[config.mk]
export PLATFORM = sky130hd
export DESIGN_NAME = bsb_ctrl
export DESIGN_NICKNAME = d
export VERILOG_FILES = /design/src/bsb_pkg.sv /design/src/bsb_ctrl.sv
export SDC_FILE = /design/constraint.sdc
export NUM_CORES = 1
export LEC_CHECK = 0
export ABC_CLOCK_PERIOD_IN_PS = 1800
export BUFFER_PORTS_ARGS = -buffer_cell sky130_fd_sc_hd__buf_4
export CAP_MARGIN = 20
export CORE_UTILIZATION = 30
export CTS_CLUSTER_SIZE = 8
export DETAILED_ROUTE_END_ITERATION = 8
export HOLD_SLACK_MARGIN = 0.15
export PLACE_DENSITY = 0.55
export SYNTH_ARGS = -nofsm -noshare
export SYNTH_HDL_FRONTEND = slang
export SYNTH_SLANG_ARGS = --single-unit
[constraint.sdc]
create_clock -name clk -period 1.8 [get_ports clk]
set_clock_uncertainty 0.15 [all_clocks]
set_input_delay 0.36 -clock clk [delete_from_list [all_inputs] [get_ports clk]]
set_output_delay 0.36 -clock clk [all_outputs]
set_load 0.02 [all_outputs]
[src/bsb_pkg.sv]
`default_nettype none
package bsb_pkg;

	localparam int MAX_ROWS_D = 64;
	localparam int MAX_COLS_D = 64;
	localparam int CFG_W = 7;
	localparam int LEN_W = 7;
	localparam int LEN_SAT = 127;

	// configuration register indexes
	localparam logic REG_ROWS = 1'b0;
	localparam logic REG_COLS = 1'b1;

	// datapath operations, one per cycle
	typedef enum logic [3:0] {
		OP_IDLE,
		OP_LOAD,
		OP_CLR,
		OP_DIV_INIT,
		OP_DIV_STEP,
		OP_SCAN_RD,
		OP_SCAN_EV,
		OP_SEED,
		OP_BRIDGE_INIT,
		OP_POP_EV,
		OP_NB_RD,
		OP_NB_EV,
		OP_REPORT
	} op_t;

	typedef struct packed {
		op_t  op;
		logic bridge;
		logic found;
	} cmd_t;

	typedef struct packed {
		logic cfg_dirty;
		logic clr_last;
		logic div_last;
		logic scan_land;
		logic scan_last;
		logic q_empty;
		logic hit;
		logic k_last;
		logic out_busy;
	} sts_t;

	// 0 acts as 1, above the maximum acts as the maximum
	function automatic int clamp_size(logic [CFG_W-1:0] v, int mx);
		int r;
		r = int'(v);
		if (r < 1) r = 1;
		if (r > mx) r = mx;
		return r;
	endfunction

endpackage
`default_nettype wire

[src/bsb_ctrl.sv]
`default_nettype none
module bsb_ctrl
	import bsb_pkg::*;
(
	input  wire  clk,
	input  wire  arst_n,
	input  wire  in_valid,
	input  wire  in_last,
	output logic in_ready,
	input  sts_t sts,
	output cmd_t cmd
);

	localparam logic [3:0] ST_CLEAR   = 4'd0;
	localparam logic [3:0] ST_LOAD    = 4'd1;
	localparam logic [3:0] ST_DIV_INI = 4'd2;
	localparam logic [3:0] ST_DIV     = 4'd3;
	localparam logic [3:0] ST_SCAN_RD = 4'd4;
	localparam logic [3:0] ST_SCAN_EV = 4'd5;
	localparam logic [3:0] ST_SEED    = 4'd6;
	localparam logic [3:0] ST_POP_RD  = 4'd7;
	localparam logic [3:0] ST_POP_EV  = 4'd8;
	localparam logic [3:0] ST_LAND    = 4'd9;
	localparam logic [3:0] ST_NB_RD   = 4'd10;
	localparam logic [3:0] ST_NB_EV   = 4'd11;
	localparam logic [3:0] ST_REPORT  = 4'd12;

	logic [3:0] state_q, state_d;
	logic       bridge_q, bridge_d;
	logic       found_q, found_d;

	assign in_ready = (state_q == ST_LOAD) && !sts.cfg_dirty;

	always_comb begin
		state_d = state_q;
		bridge_d = bridge_q;
		found_d = found_q;
		cmd.op = OP_IDLE;
		cmd.bridge = bridge_q;
		cmd.found = found_q;
		unique case (state_q)
			ST_CLEAR: begin
				cmd.op = OP_CLR;
				if (sts.clr_last) state_d = ST_LOAD;
			end
			ST_LOAD: begin
				if (sts.cfg_dirty) begin
					state_d = ST_DIV_INI;
				end else if (in_valid) begin
					cmd.op = OP_LOAD;
					if (in_last) state_d = ST_SCAN_RD;
				end
			end
			ST_DIV_INI: begin
				cmd.op = OP_DIV_INIT;
				state_d = ST_DIV;
			end
			ST_DIV: begin
				cmd.op = OP_DIV_STEP;
				if (sts.div_last) state_d = ST_LOAD;
			end
			ST_SCAN_RD: begin
				cmd.op = OP_SCAN_RD;
				state_d = ST_SCAN_EV;
			end
			ST_SCAN_EV: begin
				cmd.op = OP_SCAN_EV;
				if (sts.scan_land) begin
					state_d = ST_SEED;
				end else if (sts.scan_last) begin
					found_d = 1'b0;
					state_d = ST_REPORT;
				end else begin
					state_d = ST_SCAN_RD;
				end
			end
			ST_SEED: begin
				cmd.op = OP_SEED;
				bridge_d = 1'b0;
				state_d = ST_POP_RD;
			end
			ST_POP_RD: begin
				if (sts.q_empty) begin
					if (!bridge_q) begin
						cmd.op = OP_BRIDGE_INIT;
						bridge_d = 1'b1;
					end else begin
						found_d = 1'b0;
						state_d = ST_REPORT;
					end
				end else begin
					state_d = ST_POP_EV;
				end
			end
			ST_POP_EV: begin
				cmd.op = OP_POP_EV;
				state_d = ST_LAND;
			end
			ST_LAND: begin
				if (bridge_q && sts.hit) begin
					found_d = 1'b1;
					state_d = ST_REPORT;
				end else begin
					state_d = ST_NB_RD;
				end
			end
			ST_NB_RD: begin
				cmd.op = OP_NB_RD;
				state_d = ST_NB_EV;
			end
			ST_NB_EV: begin
				cmd.op = OP_NB_EV;
				state_d = sts.k_last ? ST_POP_RD : ST_NB_RD;
			end
			ST_REPORT: begin
				if (!sts.out_busy) begin
					cmd.op = OP_REPORT;
					state_d = ST_CLEAR;
				end
			end
			default: begin
				state_d = ST_CLEAR;
			end
		endcase
	end

	always_ff @(posedge clk or negedge arst_n) begin
		if (!arst_n) begin
			state_q <= ST_CLEAR;
			bridge_q <= 1'b0;
			found_q <= 1'b0;
		end else begin
			state_q <= state_d;
			bridge_q <= bridge_d;
			found_q <= found_d;
		end
	end

endmodule
`default_nettype wire

==> flow_metrics.env <==
export IMPL_grt_usage=0.1801
export IMPL_grt_max_degree=15
export IMPL_cts_buffers=3
export IMPL_drc=0
export IMPL_io_pins=20
export IMPL_violations="negative setup slack"
export IMPL_clkSinkCount=6
export IMPL_grt_pass1_wl_mm=3.277
export IMPL_cp_max_fo=6
export IMPL_nFillCells=190
export IMPL_core_area_um2=2022
export IMPL_antenna_found_initial=0
export IMPL_dp_cells=136
export IMPL_slew_viol_final=0
export IMPL_cts_root_buf="clkbuf_4"
export IMPL_area_growth_pct=59.20
export IMPL_worst_pin_slew_ns=0.3534
export IMPL_tritoncts="yes"
export IMPL_synth_ff_type="dfrtp_1"
export IMPL_portBuffers=19
export IMPL_drv_cap=0
export IMPL_synthArstFlopShare=1.000
export IMPL_die_area_um2=2389
export IMPL_worstSetupStartpointType="register"
export IMPL_synth_area_um2=659.4
export IMPL_clk_pin_slew_worst_paths_ns=0.05
export IMPL_first_pass_iters=4
export IMPL_post_route_cells_drive_above_1_share=0.5083
export IMPL_cts_buffer_depth=2
export IMPL_worst_setup_path_end_kind="output port"
export IMPL_start_util=0.3261
export IMPL_status="finished, violations left"
export IMPL_synth_enable_flop_cells=0
export IMPL_critPathKind="register to output port"
export IMPL_multi_input_area_um2=476.7
export IMPL_worst_skew_pair_late_latency_ns=0.25
export IMPL_detail_route_wl_per_cell_um=15.51
export IMPL_setup_slack_ns=-0.2419
export IMPL_power_leakage_nw=0.4676
export IMPL_finalSetupViolCount=5
export IMPL_period_share=1.134
export IMPL_diodes=0
export IMPL_die_width_um=48.88
export IMPL_hold_viol_final=0
export IMPL_crit_required_ns=1.29
export IMPL_hold_path_class="input pin to register"
export IMPL_overflow=0
export IMPL_min_period_ns=2.042
export IMPL_clock_fmax_mhz=489.7
export IMPL_powerDensity_nw_per_um2=1893
export IMPL_holdWs_ns=0.2906
export IMPL_syn_avg_cell_area_um2=7.944
export IMPL_ys_ff_latch=6
export IMPL_netlist_instances=83
export IMPL_synth_fp_nets=96
export IMPL_layout_nets=135
export IMPL_min_delay_start="sts[0]"
export IMPL_relSlewSlack=0.7614
export IMPL_viasPerCell=5.592
export IMPL_vias=822
export IMPL_ir_drop_uv=1125
export IMPL_rr_startpoint="state_q[3]"
export IMPL_arrival_ns=1.53
export IMPL_rsz0062_at_grt="yes"
export IMPL_stdcell_count=147
export IMPL_yosysSeqAreaShare=0.2277
export IMPL_gp_congestion=0.8477
export IMPL_routed_wl_mm=2.280
export IMPL_cts_max_level=1
export IMPL_hpwl_mm=1.521
export IMPL_startpoint="state_q[3]"
export IMPL_grt_pass1_vias=717
export IMPL_die_y_um=48.88
export IMPL_drtAntennaViolNets=0
export IMPL_yosys_warnings=0
export IMPL_ys_types=39
export IMPL_regArea_um2=156.4
export IMPL_drtIter0Drc=38
export IMPL_rows=16
==> Yosys cell counts (all sizes together) (2+ instances only) <==
cell type,n,share of area
nor2,4,0.023
nand2,2,0.011
inv,3,0.017
nor3,5,0.046
o21ai,11,0.083
nor2b,4,0.038
dfrtp,6,0.23
nand3,4,0.030
buf,9,0.095
nand4,2,0.019
nand2b,3,0.040
a21o,2,0.023
a211oi,2,0.023
a31oi,2,0.019
a22oi,2,0.023
a21oi,5,0.038
==> path summary, 6_finish.rpt <==
check | endpoint | slack [ns] | depth (start not counted)
worst max-delay path | cmd[4] | -0.24 | 6
worst max register to register | state_q[1] | 0.08 | 5
worst min-delay path | state_q[3] | 0.29 | 3
max in group asynchronous | state_q[1] | 1.06 | 2
min in group asynchronous | state_q[2] | 0.30 | 2
worst min register to register | found_q | 0.40 | 1
==> repair_timing <==
item,CTS,global route
endpoints found under the setup margin,5,7
gates resized for setup,15,6
pin swaps,3,5
buffers inserted,3,5
hold buffers,1,0
hold endpoints to repair,6,0
==> placed cells by master (no fill, tap or decap), types with 2 or more instances in the layout <==
master	instances
a211oi_1	2
a21o_1	2
a21oi_1	4
a22oi_1	2
a31oi_1	2
buf_4	37
buf_6	4
clkbuf_4	3
dfrtp_1	3
dfrtp_2	2
inv_1	2
nand2b_1	2
nand3_1	4
nand4_1	2
nor2_1	3
nor2b_1	3
nor3_1	3
o21ai_0	6
o21ai_1	4
==> final cells by class <==
class                           instances  area share
Clock buffer                            3     0.02145
Tap cell                               27     0.03218
Multi-Input combinational cell         64      0.4541
Sequential cell                         6      0.1490
Inverter                                4     0.01430
Timing Repair Buffer                   43      0.3290
==> per-layer routing <==
metal | vias to the layer above | part of all wire | GRT usage
met1 | 397 | 0.44 | 0.2405
li1 | 388 | - | -
met4 | 0 | 0.0092 | 0.04412
met2 | 33 | 0.50 | 0.2870
met3 | 4 | 0.046 | 0.04673
met5 | - | 0 | 0
==> critical path, stage by stage (launching register included) <==
cell,delay [ns]
dfrtp_2,0.44
buf_4,0.16
nor2_2,0.18
buf_4,0.14
a21oi_1,0.04
o22ai_1,0.15
buf_4,0.17
==> state kept, by name, indices dropped and copies added, names as in the netlist <==
register  count
found_q       1
state_q       4
bridge_q      1
==> stage by stage <==
| step | total power [mW] | TNS [ns] | area, µm² | utilization | setup slack [ns] |
|---|---|---|---|---|---|
| after floorplan | 1.136 | 0 | 659.4 | - | 0.03187 |
| after global placement | 1.573 | 0 | 893.4 | 0.4418 | 0.03660 |
| after detailed placement | 1.574 | 0 | 893.4 | 0.4418 | 0.02218 |
| after CTS | 1.843 | -0.7982 | 979.7 | 0.4845 | -0.2037 |
| after global routing | 2.116 | -1.092 | 1050 | 0.5192 | -0.2828 |
| final | 1.988 | -0.8884 | 1050 | 0.5192 | -0.2419 |
==> kinds of logic (layout without fill, tap and decap cells) <==
family | Yosys count | in the layout | share of synthesized area
AO/OA/AOI/OAI | 34 | 34 | 0.3719
AND/OR/NAND/NOR | 29 | 29 | 0.2676
buffers and inverters | 13 | 50 | 0.1176
flip-flops | 6 | 6 | 0.2277
multiplexers | 1 | 1 | 0.01518
==> report_power, final <==
part	leakage, nW	internal, mW	switching, mW
clock network	0.0138	0.0757	0.0521
logic	0.386	0.758	0.737
registers	0.0682	0.212	0.154
(Power assumes the default switching activity.)
